### src/design/frdf_pkg.sv
// ----------------------------------------------------------------------------
// frdf_pkg
// Shared types and constants of the flood relay duplicate filter.
// ----------------------------------------------------------------------------
package frdf_pkg;

  localparam int TABLE_DEPTH_DEF = 16;

  localparam int ID_W   = 16;
  localparam int LIFE_W = 4;
  localparam int MODE_W = 2;
  localparam int CFG_W  = 8;
  localparam int ADDR_W = 2;

  localparam logic [MODE_W-1:0] MODE_RELAY     = 2'd0;
  localparam logic [MODE_W-1:0] MODE_ORIGINATE = 2'd1;
  localparam logic [MODE_W-1:0] MODE_GATEWAY   = 2'd2;
  localparam logic [MODE_W-1:0] MODE_ACK_CHECK = 2'd3;

  localparam logic [ADDR_W-1:0] CFG_NODE_ID        = 2'd0;
  localparam logic [ADDR_W-1:0] CFG_END_NODE_COUNT = 2'd1;
  localparam logic [ADDR_W-1:0] CFG_MAX_SENT_COUNT = 2'd2;
  localparam logic [ADDR_W-1:0] CFG_LIFESPAN_LIMIT = 2'd3;

  localparam logic [7:0]        NODE_ID_RST        = 8'd1;
  localparam logic [7:0]        END_NODE_COUNT_RST = 8'd16;
  localparam logic [7:0]        MAX_SENT_COUNT_RST = 8'd100;
  localparam logic [LIFE_W-1:0] LIFESPAN_LIMIT_RST = 4'd3;

  // search probe moving down the cell row
  typedef struct packed {
    logic [ID_W-1:0] id;
    logic            hit;
    logic            acked;
  } probe_t;

  // write command broadcast to all cells
  typedef struct packed {
    logic            store;
    logic            set_ack;
    logic [ID_W-1:0] id;
    logic            acked;
  } wcmd_t;

endpackage

### src/design/frdf_cell.sv
// ----------------------------------------------------------------------------
// frdf_cell
// One table entry: compares the passing probe against its ID and registers the
// probe before handing it on to the next cell.
// ----------------------------------------------------------------------------
module frdf_cell #(
  parameter int SLOT_W     = 4,
  parameter int CELL_INDEX = 0
) (
  input  logic                 clk,
  input  logic                 rst,
  input  frdf_pkg::probe_t     probe_in,
  input  logic [SLOT_W-1:0]    slot_in,
  output frdf_pkg::probe_t     probe_out,
  output logic [SLOT_W-1:0]    slot_out,
  input  frdf_pkg::wcmd_t      wcmd,
  input  logic [SLOT_W-1:0]    wslot
);
  import frdf_pkg::*;

  localparam logic [SLOT_W-1:0] MY_SLOT = SLOT_W'(CELL_INDEX);

  logic [ID_W-1:0] entry_id;
  logic            entry_valid;
  logic            entry_acked;
  logic            match;
  logic            selected;

  assign selected = (wslot == MY_SLOT);
  assign match    = !probe_in.hit && entry_valid && (entry_id == probe_in.id);

  always_ff @(posedge clk) begin
    if (rst) begin
      entry_valid <= 1'b0;
      entry_acked <= 1'b0;
    end else if (wcmd.store && selected) begin
      entry_valid <= 1'b1;
      entry_acked <= wcmd.acked;
    end else if (wcmd.set_ack && selected) begin
      entry_acked <= 1'b1;
    end
  end

  always_ff @(posedge clk) begin
    if (wcmd.store && selected) begin
      entry_id <= wcmd.id;
    end
  end

  always_ff @(posedge clk) begin
    if (rst) begin
      probe_out.hit <= 1'b0;
    end else begin
      probe_out.hit <= probe_in.hit | match;
    end
    probe_out.id    <= probe_in.id;
    probe_out.acked <= match ? entry_acked : probe_in.acked;
    slot_out        <= match ? MY_SLOT : slot_in;
  end

endmodule

### src/design/frdf_ctrl.sv
// ----------------------------------------------------------------------------
// frdf_ctrl
// Sequencer: takes a beat, waits for the probe to cross the cell row, then
// decides the result, issues the table update and holds the result beat.
// ----------------------------------------------------------------------------
module frdf_ctrl #(
  parameter int DEPTH  = frdf_pkg::TABLE_DEPTH_DEF,
  parameter int SLOT_W = $clog2(DEPTH)
) (
  input  logic                            clk,
  input  logic                            rst,
  input  logic                            cfg_we,
  input  logic [frdf_pkg::ADDR_W-1:0]     cfg_addr,
  input  logic [frdf_pkg::CFG_W-1:0]      cfg_wdata,
  input  logic                            in_valid,
  output logic                            in_ready,
  input  logic [frdf_pkg::MODE_W-1:0]     in_mode,
  input  logic                            in_ack,
  input  logic [frdf_pkg::LIFE_W-1:0]     in_life,
  input  logic [frdf_pkg::ID_W-1:0]       in_id,
  output frdf_pkg::probe_t                probe_head,
  input  frdf_pkg::probe_t                probe_tail,
  input  logic [SLOT_W-1:0]               slot_tail,
  output frdf_pkg::wcmd_t                 wcmd,
  output logic [SLOT_W-1:0]               wslot,
  output logic                            out_valid,
  input  logic                            out_ready,
  output logic                            out_forward,
  output logic                            out_ack,
  output logic [frdf_pkg::LIFE_W-1:0]     out_life,
  output logic [frdf_pkg::ID_W-1:0]       out_id,
  output logic                            out_acknowledged
);
  import frdf_pkg::*;

  localparam logic [1:0] S_IDLE   = 2'd0;
  localparam logic [1:0] S_SEARCH = 2'd1;
  localparam logic [1:0] S_DECIDE = 2'd2;

  localparam logic [SLOT_W-1:0] LAST_SLOT = SLOT_W'(DEPTH - 1);

  logic [1:0]        state;
  logic [SLOT_W-1:0] cnt;
  logic [SLOT_W-1:0] write_slot;
  logic [7:0]        sent_count;
  logic [7:0]        node_id;
  logic [7:0]        end_node_count;
  logic [7:0]        max_sent_count;
  logic [LIFE_W-1:0] lifespan_limit;

  logic [MODE_W-1:0] item_mode;
  logic              item_ack;
  logic [LIFE_W-1:0] item_life;
  logic [ID_W-1:0]   item_id;

  logic              fire;
  logic              fwd_next;
  logic              ack_next;
  logic [LIFE_W-1:0] life_next;
  logic [ID_W-1:0]   id_next;
  logic              acknowledged_next;
  logic              store;
  logic              set_ack;
  logic              store_acked;
  logic [ID_W-1:0]   store_id;
  logic [ID_W-1:0]   gen_id;
  logic [LIFE_W:0]   life_inc;
  logic [7:0]        sent_inc;
  logic [7:0]        sent_next;

  assign in_ready = (state == S_IDLE);
  assign fire     = (state == S_DECIDE) && (!out_valid || out_ready);

  assign probe_head.id    = item_id;
  assign probe_head.hit   = 1'b0;
  assign probe_head.acked = 1'b0;

  assign gen_id   = ID_W'({8'd0, end_node_count} * {8'd0, sent_count}) + ID_W'(node_id);
  assign life_inc = {1'b0, item_life} + (LIFE_W+1)'(1);
  assign sent_inc = sent_count + 8'd1;
  assign sent_next = (sent_inc > max_sent_count) ? 8'd0 : sent_inc;

  always_comb begin
    fwd_next          = 1'b0;
    ack_next          = 1'b0;
    life_next         = '0;
    id_next           = '0;
    acknowledged_next = 1'b0;
    store             = 1'b0;
    set_ack           = 1'b0;
    store_acked       = 1'b0;
    store_id          = item_id;
    unique case (item_mode)
      MODE_RELAY: begin
        if (item_life < lifespan_limit) begin
          if (probe_tail.hit) begin
            if (item_ack && !probe_tail.acked) begin
              set_ack  = 1'b1;
              fwd_next = 1'b1;
            end
          end else begin
            store       = 1'b1;
            store_acked = item_ack;
            fwd_next    = 1'b1;
          end
          if (fwd_next) begin
            ack_next  = item_ack;
            life_next = life_inc[LIFE_W] ? {LIFE_W{1'b1}} : life_inc[LIFE_W-1:0];
            id_next   = item_id;
          end
        end
      end
      MODE_ORIGINATE: begin
        store    = 1'b1;
        store_id = gen_id;
        fwd_next = 1'b1;
        id_next  = gen_id;
      end
      MODE_GATEWAY: begin
        if (!probe_tail.hit) begin
          store    = 1'b1;
          fwd_next = 1'b1;
          ack_next = 1'b1;
          id_next  = item_id;
        end
      end
      MODE_ACK_CHECK: begin
        acknowledged_next = probe_tail.hit && item_ack;
      end
      default: begin
      end
    endcase
  end

  assign wcmd.store   = fire && store;
  assign wcmd.set_ack = fire && set_ack;
  assign wcmd.id      = store_id;
  assign wcmd.acked   = store_acked;
  assign wslot        = set_ack ? slot_tail : write_slot;

  always_ff @(posedge clk) begin
    if (rst) begin
      state      <= S_IDLE;
      cnt        <= '0;
      write_slot <= '0;
      sent_count <= 8'd0;
    end else begin
      unique case (state)
        S_IDLE: begin
          if (in_valid) begin
            state <= S_SEARCH;
            cnt   <= '0;
          end
        end
        S_SEARCH: begin
          if (cnt == LAST_SLOT) begin
            state <= S_DECIDE;
          end else begin
            cnt <= cnt + SLOT_W'(1);
          end
        end
        S_DECIDE: begin
          if (fire) begin
            state <= S_IDLE;
            if (store) begin
              write_slot <= (write_slot == LAST_SLOT) ? '0 : write_slot + SLOT_W'(1);
            end
            if (item_mode == MODE_ORIGINATE) begin
              sent_count <= sent_next;
            end
          end
        end
        default: state <= S_IDLE;
      endcase
    end
  end

  always_ff @(posedge clk) begin
    if (in_valid && in_ready) begin
      item_mode <= in_mode;
      item_ack  <= in_ack;
      item_life <= in_life;
      item_id   <= in_id;
    end
  end

  always_ff @(posedge clk) begin
    if (rst) begin
      node_id        <= NODE_ID_RST;
      end_node_count <= END_NODE_COUNT_RST;
      max_sent_count <= MAX_SENT_COUNT_RST;
      lifespan_limit <= LIFESPAN_LIMIT_RST;
    end else if (cfg_we) begin
      unique case (cfg_addr)
        CFG_NODE_ID:        node_id        <= cfg_wdata;
        CFG_END_NODE_COUNT: end_node_count <= cfg_wdata;
        CFG_MAX_SENT_COUNT: max_sent_count <= cfg_wdata;
        CFG_LIFESPAN_LIMIT: lifespan_limit <= cfg_wdata[LIFE_W-1:0];
        default: begin
        end
      endcase
    end
  end

  always_ff @(posedge clk) begin
    if (rst) begin
      out_valid <= 1'b0;
    end else if (fire) begin
      out_valid <= 1'b1;
    end else if (out_ready) begin
      out_valid <= 1'b0;
    end
  end

  always_ff @(posedge clk) begin
    if (fire) begin
      out_forward      <= fwd_next;
      out_ack          <= ack_next;
      out_life         <= life_next;
      out_id           <= id_next;
      out_acknowledged <= acknowledged_next;
    end
  end

endmodule

### src/design/flood_relay_duplicate_filter.sv
// ----------------------------------------------------------------------------
// flood_relay_duplicate_filter
// Duplicate filter for a flooding mesh over a row of seen-ID cells.
// ----------------------------------------------------------------------------
// Usage:
//   s_axis carries one frame per beat (mode, ack flag, hop count, message ID).
//   m_axis returns exactly one result beat per input beat, in order.
//   cfg_we/cfg_addr/cfg_wdata write the four settings while the block is idle.
// Timing:
//   An accepted beat sends a probe down the TABLE_DEPTH cells, one cell per
//   cycle, then the result is decided and the table updated in the same cycle.
//   Only one beat is in flight: a new beat is taken only once the last one has
//   been decided. The result beat is registered and held on m_axis.
// Stalls:
//   The result register holds while m_tready is low; the next input beat is
//   still taken and searched, and waits to decide until the result is gone.
// Reset:
//   rst clears all entry valid and ack bits, the ring pointer, the sent count
//   and loads the default settings. No clearing pass is needed.
// ----------------------------------------------------------------------------
module flood_relay_duplicate_filter #(
  parameter int TABLE_DEPTH = frdf_pkg::TABLE_DEPTH_DEF
) (
  input  logic                        clk,
  input  logic                        rst,
  input  logic                        cfg_we,
  input  logic [frdf_pkg::ADDR_W-1:0] cfg_addr,
  input  logic [frdf_pkg::CFG_W-1:0]  cfg_wdata,
  input  logic                        s_axis_tvalid,
  output logic                        s_axis_tready,
  input  logic [23:0]                 s_axis_tdata,  // lifespan_in[3:0], message_id[19:4]
  input  logic [2:0]                  s_axis_tuser,  // mode[1:0], ack_in[2]
  output logic                        m_axis_tvalid,
  input  logic                        m_axis_tready,
  output logic [23:0]                 m_axis_tdata,  // forward[0], lifespan_out[4:1],
                                                     // id_out[20:5], acknowledged[21]
  output logic                        m_axis_tuser   // ack_out[0]
);
  import frdf_pkg::*;

  localparam int SLOT_W = $clog2(TABLE_DEPTH);

  probe_t            probe_chain [TABLE_DEPTH+1];
  logic [SLOT_W-1:0] slot_chain  [TABLE_DEPTH+1];
  wcmd_t             wcmd;
  logic [SLOT_W-1:0] wslot;

  logic              out_forward;
  logic              out_ack;
  logic [LIFE_W-1:0] out_life;
  logic [ID_W-1:0]   out_id;
  logic              out_acknowledged;

  assign slot_chain[0] = '0;

  frdf_ctrl #(
    .DEPTH  (TABLE_DEPTH),
    .SLOT_W (SLOT_W)
  ) u_ctrl (
    .clk              (clk),
    .rst              (rst),
    .cfg_we           (cfg_we),
    .cfg_addr         (cfg_addr),
    .cfg_wdata        (cfg_wdata),
    .in_valid         (s_axis_tvalid),
    .in_ready         (s_axis_tready),
    .in_mode          (s_axis_tuser[1:0]),
    .in_ack           (s_axis_tuser[2]),
    .in_life          (s_axis_tdata[3:0]),
    .in_id            (s_axis_tdata[19:4]),
    .probe_head       (probe_chain[0]),
    .probe_tail       (probe_chain[TABLE_DEPTH]),
    .slot_tail        (slot_chain[TABLE_DEPTH]),
    .wcmd             (wcmd),
    .wslot            (wslot),
    .out_valid        (m_axis_tvalid),
    .out_ready        (m_axis_tready),
    .out_forward      (out_forward),
    .out_ack          (out_ack),
    .out_life         (out_life),
    .out_id           (out_id),
    .out_acknowledged (out_acknowledged)
  );

  for (genvar i = 0; i < TABLE_DEPTH; i++) begin : g_cell
    frdf_cell #(
      .SLOT_W     (SLOT_W),
      .CELL_INDEX (i)
    ) u_cell (
      .clk       (clk),
      .rst       (rst),
      .probe_in  (probe_chain[i]),
      .slot_in   (slot_chain[i]),
      .probe_out (probe_chain[i+1]),
      .slot_out  (slot_chain[i+1]),
      .wcmd      (wcmd),
      .wslot     (wslot)
    );
  end

  assign m_axis_tdata = {2'b00, out_acknowledged, out_id, out_life, out_forward};
  assign m_axis_tuser = out_ack;

`ifndef ASSERT_OFF
  a_one_at_a_time: assert property (@(posedge clk) disable iff (rst)
    s_axis_tvalid && s_axis_tready |=> !s_axis_tready)
    else $error("input taken while an item is in flight");

  a_quiet_when_dropped: assert property (@(posedge clk) disable iff (rst)
    m_axis_tvalid && !out_forward |-> !out_ack && out_life == '0 && out_id == '0)
    else $error("frame fields set on a dropped result");

  a_ack_check_only: assert property (@(posedge clk) disable iff (rst)
    m_axis_tvalid && out_acknowledged |-> !out_forward)
    else $error("ack check result together with a broadcast");

  a_no_write_in_search: assert property (@(posedge clk) disable iff (rst)
    !s_axis_tready |-> !(wcmd.store && wcmd.set_ack))
    else $error("store and ack update in the same cycle");
`endif

endmodule

### config.mk
export PLATFORM = sky130hd
export DESIGN_NAME = flood_relay_duplicate_filter
export DESIGN_NICKNAME = d
export VERILOG_FILES = /design/src/design/frdf_pkg.sv /design/src/design/frdf_cell.sv /design/src/design/frdf_ctrl.sv /design/src/design/flood_relay_duplicate_filter.sv
export SDC_FILE = /design/constraint.sdc
export NUM_CORES = 1
export LEC_CHECK = 0
export BUFFER_PORTS_ARGS = -buffer_cell sky130_fd_sc_hd__buf_2
export CORE_UTILIZATION = 45
export CTS_CLUSTER_SIZE = 30
export DETAILED_ROUTE_END_ITERATION = 7
export PLACE_DENSITY = 0.67
export SETUP_SLACK_MARGIN = 0.2
export SLEW_MARGIN = 0
export SYNTH_ARGS = -nofsm -noshare
export SYNTH_HDL_FRONTEND = slang
export SYNTH_HIERARCHICAL = 1
export SYNTH_SLANG_ARGS = --single-unit
### constraint.sdc
create_clock -name clk -period 6.3 [get_ports clk]
set_input_delay 1.26 -clock clk [delete_from_list [all_inputs] [get_ports clk]]
set_output_delay 1.26 -clock clk [all_outputs]
set_load 0.05 [all_outputs]
==> metrics.cfg <==
[sta]
slew_headroom_pct=10.9
post-route-min-period_ns=5.19
hold_viol=0
finalWorstSetupSlack_ns=1.11
setup_tns_ns=0
tightest_slew_ns=1.33
skew_ns=0.0330
fmax_ghz=0.193
slew_viol_final=0
rsz0062_at_grt=no
period_share_pct=82.4
setup_viol=0

[drt]
via_per_inst=4.85
num_vias=14100
drc=0
drt_wl_total_mm=45.1
drtAntennaViolNets=0
avgRoutedWirePerCell_um=15.5
dr.pass1.iters=5
drtIter0Drc=692

[cts]
root_buffer=clkbuf_16
cts_resized=0
clkTransAtPathRegs_ns=0.06
ctsHoldBuffers=0
clock_path_buffers=3
cts_tree=done
clock_sinks=717
cts-buffers-inserted=72
postCtsSetupRepairBufs=0
cts_max_level=3
insertion_delay_ns=0.60

[setup_path]
rr_worst_depth=14
cpMostUsedCell=fa_1
cpPeakStageDelay_ns=0.62
start_kind=flip-flop
critPathKind=flip-flop to flip-flop
cp-end-kind=flip-flop
arrival_ns=5.50
critPathMaxFanout=16
path_cells=nand2_1 > fa_1 > fa_1 > inv_1 > fa_1 > inv_1 > fa_1 > inv_1 > ha_1 > and3_1 > a221oi_1 > xnor2_1 > nand2_1 > nand2_1
r2r_slack_ns=1.11
reg2reg_from=u_ctrl/sent_count[0]$_SDFFE_PP0P_
worstReg2RegEnd=g_cell[13].u_cell/entry_id[9]$_DFFE_PP_
worst_ep_required_time_ns=6.61
crit_path_top_delay_cell=dfxtp_1

[floorplanning]
initial_core_util_pct=45.5
die-area_um2=59200
die_h_um=243
core-area_um2=57600
io-pin-count=69
rows=88
fp.dieW_um=243

[global_routing]
globalRouteOverflowTotal=0
grt_start_max_net_pins=55
antenna_found_initial=1
grt_pass1_wl_mm=73.4
grt_usage_pct=15.6
grt_pass1_vias=14300

[cells_and_area]
drive_gt1_share_pct=10.9
regArea_um2=17400
layout.cells.non_filler=2904
multi_input_area_um2=8230
area_delta_synth_final_pct=13.9
fillers=4869
nets=2215
final_cell_area_um2=29800
final_cell_mix=dfxtp_1, edfxtp_1, xor2_1
final_common_cell=dfxtp_1

[placement]
dp_hpwl_mm=33.0
dpl-instance-area_um2=27400
place_inst=2769
io_buffer_count=62
place_ws_ns=1.13
gp_congestion=0.821

[status]
status=finished, final reports clean

[logic_synthesis]
yosysWarnings=6
syn_area_um2=26200
syn_avg_cell_area_um2=13.4
syn_inst=1961

[pwr]
p_leak_nw=12.0
ir_drop_mv=0.176
p_total_mw=9.53
p_per_area_nw_per_um2=319

[hold_path]
whs_endpoint=g_cell[7].u_cell/probe_out[6]$_DFF_P_
holdCritPathClass=flip-flop to flip-flop
hp-start=g_cell[6].u_cell/probe_out[6]$_DFF_P_
min_path_cells=0

[job]
maxCapViolations=0

[area by class of cell]
type                       count  area share (%)
antenna                        2          0.0168
clock buffer                 101            6.88
clock inverter                32            1.24
inverter                     119            1.50
multi-input combinational   1094            27.6
sequential                   717            58.2
tap                          765            3.21
timing repair buffer          74            1.35
[power by group]
part / internal (mW) / leakage [nW] / switching, mW
clock: 2.51 / 1.18 / 1.71
combinational: 0.0994 / 4.63 / 0.152
sequential: 4.98 / 6.19 / 0.0765
total: 7.59 / 12.0 / 1.94
[state kept, by name, summed over array words and instances, names as in the netlist, 8 cells and up]
| name | flops |
|---|---|
| g_cell.u_cell/probe_out | 272 |
| g_cell.u_cell/entry_id | 256 |
| g_cell.u_cell/slot_out | 64 |
| g_cell.u_cell/entry_acked | 16 |
| g_cell.u_cell/entry_valid | 16 |
| u_ctrl/item_id | 16 |
| u_ctrl/out_id | 16 |
| u_ctrl/end_node_count | 8 |
| u_ctrl/max_sent_count | 8 |
| u_ctrl/node_id | 8 |
| u_ctrl/sent_count | 8 |
[critical path: cells and delay by family (launching register included)]
kind	cells	cell delay, ns
buf+inv	3	0.16
flops	1	0.62
compound gates	1	0.50
xor+xnor	1	0.18
simple gates	4	1.07
fa+ha+maj	5	2.37
[layer usage]
| layer | vias up | wire length (µm) | global-route usage, % | share of wire, % |
|---|---|---|---|---|
| li1 | 6931 | - | - | - |
| met1 | 6832 | 19100 | 18.8 | 42 |
| met2 | 233 | 23400 | 27.6 | 52 |
| met3 | 76 | 1670 | 2.72 | 3.7 |
| met4 | 0 | 1050 | 5.92 | 2.3 |
| met5 | - | 0 | 0 | 0 |
[worst max-delay path by stage]
stage	from	to	slack (ns)	cells past startpoint
after floorplan	u_ctrl/sent_count[0]$_SDFFE_PP0P_	g_cell[0].u_cell/entry_id[10]$_DFFE_PP_	1.49	16
after global placement	u_ctrl/sent_count[0]$_SDFFE_PP0P_	g_cell[15].u_cell/entry_id[9]$_DFFE_PP_	1.24	14
after detailed placement	u_ctrl/sent_count[0]$_SDFFE_PP0P_	g_cell[15].u_cell/entry_id[9]$_DFFE_PP_	1.13	14
after CTS	u_ctrl/sent_count[0]$_SDFFE_PP0P_	g_cell[13].u_cell/entry_id[9]$_DFFE_PP_	1.13	14
after global routing	u_ctrl/sent_count[0]$_SDFFE_PP0P_	g_cell[7].u_cell/entry_id[9]$_DFFE_PP_	0.78	14
final	u_ctrl/sent_count[0]$_SDFFE_PP0P_	g_cell[13].u_cell/entry_id[9]$_DFFE_PP_	1.11	14
[through the flow]
stage | hold WS, ns | utilization (%)
floorplan | 0.349 | -
global placement | 0.354 | 47.6
detailed placement | 0.354 | 47.6
CTS | 0.349 | 51.8
global route | 0.360 | 51.8
finish | 0.352 | 51.8
Note: power is estimated with default switching activity, not from simulation.
